**src/hdl/tlps_pkg.sv**
```systemverilog
// Shared types and constants of the two-level port group split unit.
// Used by the interfaces, register block, controller, datapath and checker.
// No dependencies.
`default_nettype none

package tlps_pkg;

	localparam int TOTAL_W = 48;
	localparam int EB_W    = 5;
	localparam int CH_W    = 5;
	localparam int SHARE_W = 17;
	localparam int PORT_W  = 8;
	localparam int CNT_W   = 48;
	localparam int SIZE_W  = 52;
	localparam int STAT_W  = 2;
	localparam int PROD_W  = CNT_W + SHARE_W;
	localparam int APB_AW  = 6;
	localparam int APB_DW  = 64;

	typedef enum logic [2:0] {
		REG_TOTAL,
		REG_EB,
		REG_L0,
		REG_L1,
		REG_SHARE
	} reg_idx_t;

	typedef enum logic [1:0] {
		ST_OK,
		ST_ZERO_SUM,
		ST_FEW_CH,
		ST_EMPTY
	} status_t;

	typedef enum logic [3:0] {
		S_IDLE,
		S_SUM,
		S_CHECK,
		S_RATIO,
		S_LEVEL,
		S_DLOAD,
		S_DIV,
		S_DTAKE,
		S_SIZE,
		S_EMIT
	} state_t;

	typedef enum logic [1:0] {
		MUL_RATIO,
		MUL_PART,
		MUL_SIZE
	} mul_sel_t;

	typedef struct packed {
		logic [TOTAL_W-1:0] total;
		logic [EB_W-1:0]    eb;
		logic [CH_W-1:0]    l0;
		logic [CH_W-1:0]    l1;
		logic [SHARE_W-1:0] share;
	} cfg_t;

	typedef struct packed {
		logic     load;
		logic     sum_start;
		logic     sum_step;
		logic     rd_sum;
		logic     mul_en;
		mul_sel_t mul_sel;
		logic     ratio_take;
		logic     next_chan;
		logic     next_level;
		logic     take_rest;
		logic     div_load;
		logic     div_step;
		logic     div_take;
		logic     emit;
		logic     emit_err;
		status_t  err_code;
	} cmd_t;

	typedef struct packed {
		logic sum_done;
		logic err_few;
		logic err_zero;
		logic err_empty;
		logic level_empty;
		logic chan_last;
		logic plan_last;
		logic div_done;
		logic out_busy;
	} sts_t;

endpackage

`default_nettype wire

```
**src/hdl/tlps_entry_if.sv**
```systemverilog
// Request channel carrying one channel entry into the split unit.
// Depends on tlps_pkg for field widths.
`default_nettype none

interface tlps_entry_if import tlps_pkg::*; ();
	logic              valid;
	logic              ready;
	logic [PORT_W-1:0] ports_in_group;
	logic              final_channel;

	modport source (output valid, output ports_in_group, output final_channel, input ready);
	modport sink (input valid, input ports_in_group, input final_channel, output ready);
endinterface

`default_nettype wire

```
**src/hdl/tlps_slice_if.sv**
```systemverilog
// Request channel carrying one result slice out of the split unit.
// Depends on tlps_pkg for field widths.
`default_nettype none

interface tlps_slice_if import tlps_pkg::*; ();
	logic              valid;
	logic              ready;
	logic [CNT_W-1:0]  elem_count;
	logic [SIZE_W-1:0] byte_size;
	logic [SIZE_W-1:0] byte_offset;
	logic [STAT_W-1:0] status;
	logic              last_slice;

	modport source (output valid, output elem_count, output byte_size, output byte_offset,
		output status, output last_slice, input ready);
	modport sink (input valid, input elem_count, input byte_size, input byte_offset,
		input status, input last_slice, output ready);
endinterface

`default_nettype wire

```
**src/hdl/tlps_regs.sv**
```systemverilog
// APB configuration registers of the split unit.
// Depends on tlps_pkg for the register map and the cfg_t bundle.
`default_nettype none

module tlps_regs import tlps_pkg::*; #(
	parameter int RATIO_FRAC_BITS = 16
) (
	input  wire logic              clk,
	input  wire logic              arst_n,
	input  wire logic              psel,
	input  wire logic              penable,
	input  wire logic              pwrite,
	input  wire logic [APB_AW-1:0] paddr,
	input  wire logic [APB_DW-1:0] pwdata,
	output logic      [APB_DW-1:0] prdata,
	output logic                   pready,
	output cfg_t                   cfg
);

	cfg_t     cfg_q;
	reg_idx_t idx;
	logic     wr;

	assign idx    = reg_idx_t'(paddr[APB_AW-1:3]);
	assign wr     = psel && penable && pwrite;
	assign pready = 1'b1;
	assign cfg    = cfg_q;

	always_ff @(posedge clk or negedge arst_n) begin
		if (!arst_n) begin
			cfg_q.total <= '0;
			cfg_q.eb    <= EB_W'(1);
			cfg_q.l0    <= CH_W'(1);
			cfg_q.l1    <= '0;
			cfg_q.share <= SHARE_W'(1) << RATIO_FRAC_BITS;
		end else if (wr) begin
			unique case (idx)
				REG_TOTAL: cfg_q.total <= pwdata[TOTAL_W-1:0];
				REG_EB:    cfg_q.eb    <= pwdata[EB_W-1:0];
				REG_L0:    cfg_q.l0    <= pwdata[CH_W-1:0];
				REG_L1:    cfg_q.l1    <= pwdata[CH_W-1:0];
				REG_SHARE: cfg_q.share <= pwdata[SHARE_W-1:0];
				default: ;
			endcase
		end
	end

	always_comb begin
		unique case (idx)
			REG_TOTAL: prdata = APB_DW'(cfg_q.total);
			REG_EB:    prdata = APB_DW'(cfg_q.eb);
			REG_L0:    prdata = APB_DW'(cfg_q.l0);
			REG_L1:    prdata = APB_DW'(cfg_q.l1);
			REG_SHARE: prdata = APB_DW'(cfg_q.share);
			default:   prdata = '0;
		endcase
	end

endmodule

`default_nettype wire

```
**src/hdl/tlps_ctrl.sv**
```systemverilog
// Controller state machine of the split unit: sequences loading, the port
// sum pass, the checks, and the per-channel multiply, divide and emit steps.
// Depends on tlps_pkg for state_t, cmd_t and sts_t.
`default_nettype none

module tlps_ctrl import tlps_pkg::*; (
	input  wire logic clk,
	input  wire logic arst_n,
	input  wire logic in_valid,
	input  wire logic in_final,
	output logic      in_ready,
	input  sts_t      sts,
	output cmd_t      cmd
);

	state_t state_q, state_d;

	always_ff @(posedge clk or negedge arst_n) begin
		if (!arst_n) begin
			state_q <= S_IDLE;
		end else begin
			state_q <= state_d;
		end
	end

	always_comb begin
		state_d  = state_q;
		cmd      = '0;
		in_ready = 1'b0;
		unique case (state_q)
			S_IDLE: begin
				in_ready = 1'b1;
				if (in_valid) begin
					cmd.load = 1'b1;
					if (in_final) begin
						cmd.sum_start = 1'b1;
						state_d       = S_SUM;
					end
				end
			end
			S_SUM: begin
				cmd.rd_sum = 1'b1;
				if (sts.sum_done) begin
					state_d = S_CHECK;
				end else begin
					cmd.sum_step = 1'b1;
				end
			end
			S_CHECK: begin
				if (sts.err_few || sts.err_zero || sts.err_empty) begin
					if (!sts.out_busy) begin
						cmd.emit_err = 1'b1;
						if (sts.err_few) begin
							cmd.err_code = ST_FEW_CH;
						end else if (sts.err_zero) begin
							cmd.err_code = ST_ZERO_SUM;
						end else begin
							cmd.err_code = ST_EMPTY;
						end
						state_d = S_IDLE;
					end
				end else begin
					cmd.mul_en  = 1'b1;
					cmd.mul_sel = MUL_RATIO;
					state_d     = S_RATIO;
				end
			end
			S_RATIO: begin
				cmd.ratio_take = 1'b1;
				state_d        = S_LEVEL;
			end
			S_LEVEL: begin
				if (sts.level_empty) begin
					cmd.next_level = 1'b1;
				end else if (sts.chan_last) begin
					cmd.take_rest = 1'b1;
					state_d       = S_SIZE;
				end else begin
					cmd.mul_en  = 1'b1;
					cmd.mul_sel = MUL_PART;
					state_d     = S_DLOAD;
				end
			end
			S_DLOAD: begin
				cmd.div_load = 1'b1;
				state_d      = S_DIV;
			end
			S_DIV: begin
				cmd.div_step = 1'b1;
				if (sts.div_done) begin
					state_d = S_DTAKE;
				end
			end
			S_DTAKE: begin
				cmd.div_take = 1'b1;
				state_d      = S_SIZE;
			end
			S_SIZE: begin
				cmd.mul_en  = 1'b1;
				cmd.mul_sel = MUL_SIZE;
				state_d     = S_EMIT;
			end
			S_EMIT: begin
				if (!sts.out_busy) begin
					cmd.emit = 1'b1;
					if (sts.plan_last) begin
						state_d = S_IDLE;
					end else if (sts.chan_last) begin
						cmd.next_level = 1'b1;
						state_d        = S_LEVEL;
					end else begin
						cmd.next_chan = 1'b1;
						state_d       = S_LEVEL;
					end
				end
			end
			default: state_d = S_IDLE;
		endcase
	end

endmodule

`default_nettype wire

```
**src/hdl/tlps_dp.sv**
```systemverilog
// Datapath of the split unit: entry store, port sums, shared multiplier,
// bit-serial divider, running offset and the output register.
// Depends on tlps_pkg for cfg_t, cmd_t, sts_t and field widths.
`default_nettype none

module tlps_dp import tlps_pkg::*; #(
	parameter int MAX_CHANNELS    = 16,
	parameter int RATIO_FRAC_BITS = 16
) (
	input  wire logic              clk,
	input  wire logic              arst_n,
	input  cfg_t                   cfg,
	input  cmd_t                   cmd,
	output sts_t                   sts,
	input  wire logic [PORT_W-1:0] ports_in_group,
	input  wire logic              out_ready,
	output logic                   out_valid,
	output logic      [CNT_W-1:0]  elem_count,
	output logic      [SIZE_W-1:0] byte_size,
	output logic      [SIZE_W-1:0] byte_offset,
	output logic      [STAT_W-1:0] status,
	output logic                   last_slice
);

	localparam int CW    = $clog2(MAX_CHANNELS + 1);
	localparam int IW    = (MAX_CHANNELS > 1) ? $clog2(MAX_CHANNELS) : 1;
	localparam int PSW   = PORT_W + CW;
	localparam int NUM_W = CNT_W + PORT_W;
	localparam int DCW   = $clog2(NUM_W);

	logic [PORT_W-1:0]  store_q [MAX_CHANNELS];
	logic [CW-1:0]      loaded_q, sum_idx_q, chan_q;
	logic [PSW-1:0]     psum0_q, psum1_q;
	logic               lvl_q;
	logic [CNT_W-1:0]   cnt0_q, cnt1_q, assigned_q, c_q;
	logic [SIZE_W-1:0]  offset_q;
	logic [PROD_W-1:0]  prod_q;
	logic [NUM_W-1:0]   num_q;
	logic [PSW-1:0]     rem_q;
	logic [DCW-1:0]     div_cnt_q;

	logic [CW-1:0]      n0, n1, avail, n_lvl, base, chan_idx, rd_idx;
	logic [7:0]         l0_8, l1_8, max_8, avail_8;
	logic [CW:0]        n01;
	logic [PORT_W-1:0]  rd_data;
	logic               full;
	logic [CNT_W-1:0]   cnt_lvl, mul_a, cnt0_calc;
	logic [SHARE_W-1:0] mul_b;
	logic [PROD_W-1:0]  ratio_full;
	logic [PSW-1:0]     psum_lvl;
	logic [PSW:0]       r2, r2_sub;
	logic               ge;

	assign max_8   = 8'(MAX_CHANNELS);
	assign l0_8    = 8'(cfg.l0);
	assign l1_8    = 8'(cfg.l1);
	assign n0      = (l0_8 > max_8) ? max_8[CW-1:0] : l0_8[CW-1:0];
	assign avail   = loaded_q - n0;
	assign avail_8 = 8'(avail);
	assign n1      = (avail_8 > l1_8) ? l1_8[CW-1:0] : avail;
	assign n01     = {1'b0, n0} + {1'b0, n1};
	assign full    = (loaded_q == CW'(MAX_CHANNELS));

	assign n_lvl    = lvl_q ? n1 : n0;
	assign base     = lvl_q ? n0 : '0;
	assign chan_idx = base + chan_q;
	assign cnt_lvl  = lvl_q ? cnt1_q : cnt0_q;
	assign psum_lvl = lvl_q ? psum1_q : psum0_q;
	assign rd_idx   = cmd.rd_sum ? sum_idx_q : chan_idx;
	assign rd_data  = store_q[rd_idx[IW-1:0]];

	always_comb begin
		case (cmd.mul_sel)
			MUL_RATIO: begin
				mul_a = cfg.total;
				mul_b = cfg.share;
			end
			MUL_PART: begin
				mul_a = cnt_lvl;
				mul_b = SHARE_W'(rd_data);
			end
			default: begin
				mul_a = c_q;
				mul_b = SHARE_W'(cfg.eb);
			end
		endcase
	end

	assign ratio_full = prod_q >> RATIO_FRAC_BITS;
	assign cnt0_calc  = (cfg.l1 == '0) ? cfg.total :
		(ratio_full > PROD_W'(cfg.total)) ? cfg.total : ratio_full[CNT_W-1:0];

	assign r2     = {rem_q, num_q[NUM_W-1]};
	assign ge     = (r2 >= {1'b0, psum_lvl});
	assign r2_sub = r2 - {1'b0, psum_lvl};

	assign sts.sum_done    = (sum_idx_q == loaded_q);
	assign sts.err_few     = (loaded_q < n0);
	assign sts.err_zero    = ((n0 > CW'(1)) && (psum0_q == '0)) ||
		((n1 > CW'(1)) && (psum1_q == '0));
	assign sts.err_empty   = (n01 == '0);
	assign sts.level_empty = (n_lvl == '0);
	assign sts.chan_last   = (chan_q == n_lvl - CW'(1));
	assign sts.plan_last   = sts.chan_last && (lvl_q || (n1 == '0));
	assign sts.div_done    = (div_cnt_q == DCW'(NUM_W - 1));
	assign sts.out_busy    = out_valid && !out_ready;

	always_ff @(posedge clk) begin
		if (cmd.load && !full) begin
			store_q[loaded_q[IW-1:0]] <= ports_in_group;
		end
	end

	always_ff @(posedge clk or negedge arst_n) begin
		if (!arst_n) begin
			loaded_q  <= '0;
			out_valid <= 1'b0;
		end else begin
			if (cmd.emit_err || (cmd.emit && sts.plan_last)) begin
				loaded_q <= '0;
			end else if (cmd.load && !full) begin
				loaded_q <= loaded_q + CW'(1);
			end
			if (cmd.emit || cmd.emit_err) begin
				out_valid <= 1'b1;
			end else if (out_ready) begin
				out_valid <= 1'b0;
			end
		end
	end

	always_ff @(posedge clk) begin
		if (cmd.sum_start) begin
			sum_idx_q <= '0;
			psum0_q   <= '0;
			psum1_q   <= '0;
		end else if (cmd.sum_step) begin
			sum_idx_q <= sum_idx_q + CW'(1);
			if (sum_idx_q < n0) begin
				psum0_q <= psum0_q + PSW'(rd_data);
			end else if ({1'b0, sum_idx_q} < n01) begin
				psum1_q <= psum1_q + PSW'(rd_data);
			end
		end

		if (cmd.mul_en) begin
			prod_q <= PROD_W'(mul_a) * PROD_W'(mul_b);
		end

		if (cmd.ratio_take) begin
			cnt0_q     <= cnt0_calc;
			cnt1_q     <= cfg.total - cnt0_calc;
			lvl_q      <= 1'b0;
			chan_q     <= '0;
			assigned_q <= '0;
			offset_q   <= '0;
		end else begin
			if (cmd.next_level) begin
				lvl_q      <= 1'b1;
				chan_q     <= '0;
				assigned_q <= '0;
			end else if (cmd.next_chan) begin
				chan_q <= chan_q + CW'(1);
			end
			if (cmd.emit) begin
				offset_q <= offset_q + prod_q[SIZE_W-1:0];
				if (!cmd.next_level) begin
					assigned_q <= assigned_q + c_q;
				end
			end
		end

		if (cmd.take_rest) begin
			c_q <= cnt_lvl - assigned_q;
		end else if (cmd.div_take) begin
			c_q <= num_q[CNT_W-1:0];
		end

		if (cmd.div_load) begin
			num_q     <= prod_q[NUM_W-1:0];
			rem_q     <= '0;
			div_cnt_q <= '0;
		end else if (cmd.div_step) begin
			num_q     <= {num_q[NUM_W-2:0], ge};
			rem_q     <= ge ? r2_sub[PSW-1:0] : r2[PSW-1:0];
			div_cnt_q <= div_cnt_q + DCW'(1);
		end

		if (cmd.emit) begin
			elem_count  <= c_q;
			byte_size   <= prod_q[SIZE_W-1:0];
			byte_offset <= offset_q;
			status      <= STAT_W'(ST_OK);
			last_slice  <= sts.plan_last;
		end else if (cmd.emit_err) begin
			elem_count  <= '0;
			byte_size   <= '0;
			byte_offset <= '0;
			status      <= STAT_W'(cmd.err_code);
			last_slice  <= 1'b1;
		end
	end

endmodule

`default_nettype wire

```
**src/hdl/two_level_port_group_split_unit.sv**
```systemverilog
// Top level of the two-level port group split unit.
// Depends on tlps_pkg, tlps_entry_if, tlps_slice_if, tlps_regs, tlps_ctrl and tlps_dp.
//
// Usage: configure total count, element bytes, channel counts per level and
// the level 0 share over the APB port while the unit is idle. Then send one
// request per channel on entry, carrying its port group size; the request
// with final_channel set starts the split. Each channel in use yields one
// request on slice with its element count, byte size and running byte
// offset; last_slice marks the end of the plan. A failed plan yields a
// single request with a nonzero status.
// Operation: a loading entry is taken whenever the unit is idle. A final entry starts
// the port sum pass over the loaded entries and the checks, then a ratio multiply,
// then for each channel that is not the last of its level a multiply and the
// 56-step bit-serial divide, and for a last channel the remainder of its level.
// No new entry is taken until the plan is complete.
// Reset clears the state machine, the entry count and the output valid flag,
// and loads the register defaults. When slice is stalled, the result waits
// in the output register and the unit holds its next result until it leaves.
`default_nettype none

module two_level_port_group_split_unit import tlps_pkg::*; #(
	parameter int MAX_CHANNELS    = 16,
	parameter int RATIO_FRAC_BITS = 16
) (
	input  wire logic              clk,
	input  wire logic              arst_n,
	tlps_entry_if.sink             entry,
	tlps_slice_if.source           slice,
	input  wire logic              psel,
	input  wire logic              penable,
	input  wire logic              pwrite,
	input  wire logic [APB_AW-1:0] paddr,
	input  wire logic [APB_DW-1:0] pwdata,
	output logic      [APB_DW-1:0] prdata,
	output logic                   pready
);

	cfg_t cfg;
	cmd_t cmd;
	sts_t sts;

	tlps_regs #(
		.RATIO_FRAC_BITS(RATIO_FRAC_BITS)
	) u_regs (
		.clk     (clk),
		.arst_n  (arst_n),
		.psel    (psel),
		.penable (penable),
		.pwrite  (pwrite),
		.paddr   (paddr),
		.pwdata  (pwdata),
		.prdata  (prdata),
		.pready  (pready),
		.cfg     (cfg)
	);

	tlps_ctrl u_ctrl (
		.clk      (clk),
		.arst_n   (arst_n),
		.in_valid (entry.valid),
		.in_final (entry.final_channel),
		.in_ready (entry.ready),
		.sts      (sts),
		.cmd      (cmd)
	);

	tlps_dp #(
		.MAX_CHANNELS    (MAX_CHANNELS),
		.RATIO_FRAC_BITS (RATIO_FRAC_BITS)
	) u_dp (
		.clk            (clk),
		.arst_n         (arst_n),
		.cfg            (cfg),
		.cmd            (cmd),
		.sts            (sts),
		.ports_in_group (entry.ports_in_group),
		.out_ready      (slice.ready),
		.out_valid      (slice.valid),
		.elem_count     (slice.elem_count),
		.byte_size      (slice.byte_size),
		.byte_offset    (slice.byte_offset),
		.status         (slice.status),
		.last_slice     (slice.last_slice)
	);

endmodule

`default_nettype wire

```
**src/flat_wrapper.sv**
```systemverilog
// flat-port wrapper written by rule: the top's interface ports become plain ports
module two_level_port_group_split_unit_flat import tlps_pkg::*;
#(
	parameter int MAX_CHANNELS    = 16,
	parameter int RATIO_FRAC_BITS = 16
)
  (clk, arst_n, psel, penable, pwrite, paddr, pwdata, prdata, pready, entry_valid, entry_ports_in_group, entry_final_channel, entry_ready, slice_valid, slice_elem_count, slice_byte_size, slice_byte_offset, slice_status, slice_last_slice, slice_ready);
  tlps_entry_if entry_i ();
  tlps_slice_if slice_i ();
  input  wire logic clk;
  input  wire logic arst_n;
  input  wire logic psel;
  input  wire logic penable;
  input  wire logic pwrite;
  input  wire logic [APB_AW-1:0] paddr;
  input  wire logic [APB_DW-1:0] pwdata;
  output logic      [APB_DW-1:0] prdata;
  output logic pready;
  input wire logic [$bits(entry_i.valid)-1:0] entry_valid;
  input wire logic [$bits(entry_i.ports_in_group)-1:0] entry_ports_in_group;
  input wire logic [$bits(entry_i.final_channel)-1:0] entry_final_channel;
  output wire logic [$bits(entry_i.ready)-1:0] entry_ready;
  output wire logic [$bits(slice_i.valid)-1:0] slice_valid;
  output wire logic [$bits(slice_i.elem_count)-1:0] slice_elem_count;
  output wire logic [$bits(slice_i.byte_size)-1:0] slice_byte_size;
  output wire logic [$bits(slice_i.byte_offset)-1:0] slice_byte_offset;
  output wire logic [$bits(slice_i.status)-1:0] slice_status;
  output wire logic [$bits(slice_i.last_slice)-1:0] slice_last_slice;
  input wire logic [$bits(slice_i.ready)-1:0] slice_ready;
  assign entry_i.valid = entry_valid;
  assign entry_i.ports_in_group = entry_ports_in_group;
  assign entry_i.final_channel = entry_final_channel;
  assign entry_ready = entry_i.ready;
  assign slice_valid = slice_i.valid;
  assign slice_elem_count = slice_i.elem_count;
  assign slice_byte_size = slice_i.byte_size;
  assign slice_byte_offset = slice_i.byte_offset;
  assign slice_status = slice_i.status;
  assign slice_last_slice = slice_i.last_slice;
  assign slice_i.ready = slice_ready;
  two_level_port_group_split_unit #(.MAX_CHANNELS(MAX_CHANNELS), .RATIO_FRAC_BITS(RATIO_FRAC_BITS)) u_core (.clk(clk), .arst_n(arst_n), .entry(entry_i), .slice(slice_i), .psel(psel), .penable(penable), .pwrite(pwrite), .paddr(paddr), .pwdata(pwdata), .prdata(prdata), .pready(pready));
endmodule
```
**config.mk**
```make
export PLATFORM = sky130hd
export DESIGN_NAME = two_level_port_group_split_unit_flat
export DESIGN_NICKNAME = d
export VERILOG_FILES = /design/src/hdl/tlps_pkg.sv /design/src/hdl/tlps_entry_if.sv /design/src/hdl/tlps_slice_if.sv /design/src/hdl/tlps_regs.sv /design/src/hdl/tlps_ctrl.sv /design/src/hdl/tlps_dp.sv /design/src/hdl/two_level_port_group_split_unit.sv /design/src/flat_wrapper.sv
export SDC_FILE = /design/constraint.sdc
export NUM_CORES = 2
export LEC_CHECK = 0
export BUFFER_PORTS_ARGS = -buffer_cell sky130_fd_sc_hd__buf_4
export CORE_UTILIZATION = 30
export CTS_BUF_LIST = sky130_fd_sc_hd__clkbuf_16
export DETAILED_ROUTE_END_ITERATION = 10
export PLACE_DENSITY_LB_ADDON = 0.08
export RECOVER_POWER = 100
export SYNTH_ARGS = -nofsm -noshare
export SYNTH_HDL_FRONTEND = slang
export SYNTH_SLANG_ARGS = --single-unit
```
**constraint.sdc**
```tcl
create_clock -name clk -period 24.8 [get_ports clk]
set_clock_uncertainty 0.15 [all_clocks]
set_input_delay 2.48 -clock clk [delete_from_list [all_inputs] [get_ports clk]]
set_output_delay 2.48 -clock clk [all_outputs]
set_load 0.005 [all_outputs]
```
==> tab_implementation.tex <==
\begin{tabular}{lr}
\hline
Metric & Value \\
\hline
\multicolumn{2}{l}{\textbf{Run status}} \\
\quad Outcome & finished with violations \\
\quad Failing checks & capacitance limit, slew limit \\
\multicolumn{2}{l}{\textbf{Clock network}} \\
\quad Clock slew at the register clock pins of the worst setup and hold paths & 0.06 ns \\
\quad TritonCTS buffer count & 102 \\
\quad Post-cts gate resize count & 0 \\
\quad Max Buffers Root-to-Sink & 3 \\
\quad Postcts setup bufs & 0 \\
\quad Count of hold buffers inserted by post-cts repair & 0 \\
\quad Clk Tree Root Cell & clkbuf\_16 \\
\quad Clock latency at the later pin of the worst-skew pair & 0.79 ns \\
\quad Total number of H-tree levels & 3 \\
\quad TritonCTS clock tree & done \\
\quad Clock sink count & 794 \\
\multicolumn{2}{l}{\textbf{Timing}} \\
\quad Final count of hold timing violations & 0 \\
\quad Peak Freq & 53.1 MHz \\
\quad Tightest Pin Transition & 4.81 ns \\
\quad RSZ-0062 raised after global routing & no \\
\quad Max-Slew Margin vs Limit & -220\% \\
\quad Clock period minus final worst setup slack & 18.84 ns \\
\quad Final worst setup slack & 5.96 ns \\
\quad Share of the cycle needed by the critical path after routing & 76.0\% \\
\quad Number of pins exceeding their max-slew limit in the final report & 1379 \\
\quad Setup-failing EPs final & 0 \\
\quad Setup TNS & 0 ns \\
\multicolumn{2}{l}{\textbf{Drt}} \\
\quad Mean number of vias per cell & 5.00 \\
\quad Detailed-route DRC error count & 0 \\
\quad Total Routed Length & 263 mm \\
\quad Vias & 54.4k \\
\quad DR WL/cell & 24.2 um \\
\quad Drt first pass iters & 8 \\
\quad Post-route antenna net violation count & 0 \\
\quad Detailed router's first-iteration violation count & 3899 \\
\multicolumn{2}{l}{\textbf{Global routing}} \\
\quad Via count of the first global-routing pass & 55.1k \\
\quad Initial antenna violation count & 35 \\
\quad Overflow left after global routing & 0 \\
\quad Wire length of the first global-routing pass & 382 mm \\
\quad Maximum number of pins on one net before global-route repair & 125 \\
\quad Overall global routing resource usage & 22.0\% \\
\multicolumn{2}{l}{\textbf{Setup path}} \\
\quad Crit end category & flop \\
\quad Highest net fanout along the worst path & 50 \\
\quad Setup CP Type & reg -> reg \\
\quad Logic depth of the worst register-to-register path & 37 \\
\quad Highest cell delay on the worst timing path & 2.69 ns \\
\quad Data required time of the worst path & 25.18 ns \\
\quad Startpoint Class & flop \\
\quad Arrival @ worst endpoint & 19.22 ns \\
\quad Slowest cell on the critical path & clkbuf\_1 \\
\multicolumn{2}{l}{\textbf{Placed design}} \\
\quad Routability-driven placement congestion ratio & 0.886 \\
\quad Setup Slack @ Placement & 9.53 ns \\
\quad Detailed Place HPWL & 204 mm \\
\quad Port Buffer Count & 271 \\
\quad Placed Area & 76700 um2 \\
\multicolumn{2}{l}{\textbf{Floorplan}} \\
\quad Placeable core region & 235000 um2 \\
\quad Full die area & 238000 um2 \\
\quad Starting utilization of the core area & 30.2\% \\
\quad Cell row count & 178 \\
\quad Number of I/O pins & 308 \\
\quad DIE WIDTH & 488 um \\
\quad Height of the die & 488 um \\
\multicolumn{2}{l}{\textbf{Hold path}} \\
\quad Path class of the lowest-slack min-delay path & reg -> reg \\
\quad WHS Path Cells & 2 \\
\multicolumn{2}{l}{\textbf{Final layout}} \\
\quad Number of nets in the layout & 8835 \\
\quad Share of final-layout standard cells stronger than drive strength 1 & 8.48\% \\
\quad Final design instance area without fill & 79800 um2 \\
\quad Syn-to-layout area delta & 12.4\% \\
\multicolumn{2}{l}{\textbf{Synthesis}} \\
\quad Share of synthesized area occupied by flip-flops and latches & 30.8\% \\
\quad Synthesized area divided by synthesized cell count & 9.54 um2 \\
\quad Number of distinct standard cells referenced by the synthesized netlist & 93 \\
\quad Number of enable flip-flop cells after synthesis & 546 \\
\quad Most frequently used flop master after synthesis & edfxtp\_1 \\
\quad Cells after Synth & 7434 \\
\quad Async set-reset flop share out of synthesis & 11.3\% \\
\quad Flop and latch count out of synthesis & 794 \\
\quad Total standard cell area after synthesis & 70900 um2 \\
\quad Synthesis Warnings & 0 \\
\multicolumn{2}{l}{\textbf{Job}} \\
\quad Max-cap violations & 31 \\
\hline
\end{tabular}
[per-stage QoR]
stage	instances	util [%]	hold slack, ns
after floorplan	7449	-	0.278
after global placement	10700	32.6	0.297
after detailed placement	10700	32.6	0.306
after CTS	10800	34.1	0.320
after global routing	10800	33.9	0.343
final	10900	33.9	0.323
[final timing paths]
check,start,endpoint,slack [ns]
max in group asynchronous,arst_n,u_core.u_regs.cfg[39],17.29
hold reg to reg,u_core.u_dp.offset_q[19],u_core.u_dp.offset_q[19],0.32
setup / recovery,u_core.u_dp.lvl_q,u_core.u_dp.prod_q[61],5.96
min in group asynchronous,arst_n,u_core.u_regs.cfg[74],3.12
setup reg to reg,u_core.u_dp.lvl_q,u_core.u_dp.prod_q[61],5.96
hold / removal,u_core.u_dp.offset_q[19],u_core.u_dp.offset_q[19],0.32
[sequential cells by signal, indices dropped and copies added, names as in the netlist, 6 cells and up]
register,flops
u_core.u_dp.assigned_q,48
u_core.u_dp.byte_offset,52
u_core.u_dp.byte_size,52
u_core.u_dp.c_q,48
u_core.u_dp.cnt0_q,48
u_core.u_dp.cnt1_q,48
u_core.u_dp.div_cnt_q,6
u_core.u_dp.elem_count,48
u_core.u_dp.num_q,56
u_core.u_dp.offset_q,52
u_core.u_dp.prod_q,65
u_core.u_dp.psum0_q,13
u_core.u_dp.psum1_q,13
u_core.u_dp.rem_q,13
u_core.u_dp.store_q,128
u_core.u_regs.cfg,80
[layout by cell type (no fill, tap or decap), types with 138 or more instances in the layout]
master,n
ha_1,442
and3_1,330
clkbuf_4,138
nor2_1,403
buf_4,197
nand2_1,1101
xnor2_1,182
edfxtp_1,546
a21o_1,188
fa_1,699
inv_1,1104
dfxtp_1,158
a21oi_1,390
o21ai_0,288
[critical path, delay by kind of cell, from the launching register on]
| kind | cells | cell delay, ns |
|---|---|---|
| AO/OA/AOI/OAI | 14 | 4.23 |
| XOR/XNOR | 1 | 0.14 |
| adder cells (fa/ha/maj) | 7 | 2.89 |
| buffers and inverters | 8 | 7.51 |
| flip-flops | 1 | 1.68 |
| multiplexers | 1 | 0.59 |
| AND/OR/NAND/NOR | 6 | 1.26 |
[cell usage after synthesis, types with 158 or more instances]
cell      count  share of area [%]
nand2_1    1103                5.8
inv_1      1085                5.7
fa_1        699                 20
edfxtp_1    546                 23
ha_1        442                7.8
nor2_1      406                2.1
a21oi_1     393                2.8
and3_1      330                2.9
o21ai_0     284                2.0
clkbuf_1    244                1.3
a21o_1      188                2.0
xnor2_1     182                2.2
dfxtp_1     158                4.5
[layout make-up]
cell class                      instances  area (um2)
Sequential cell                       794       21800
Clock inverter                         89         797
Fill cell                           24500      155000
Timing Repair Buffer                  410        2810
Multi-Input combinational cell       5215       43700
Clock buffer                          104        2600
Tap cell                             3150        3940
Inverter                             1085        4070
Antenna cell                           14        35.0
[cell families after synthesis]
group           share of synthesized area (%)
fa+ha+maj                                27.5
other cells                            0.0106
mux                                      3.59
buf+inv                                  7.89
compound gates                           12.1
simple gates                             14.6
xor+xnor                                 3.58
flops                                    30.8
[metal layers]
metal	up-vias	GRT usage [%]	wire [um]
li1	25100	-	-
met1	27500	30.2	118000
met2	1439	36.1	122000
met3	297	2.24	13100
met4	0	6.95	9110
met5	-	0	0
Power is left out: the tool's default activity adds up to more than one toggle a clock period on the data nets, which glitch-free logic cannot reach.
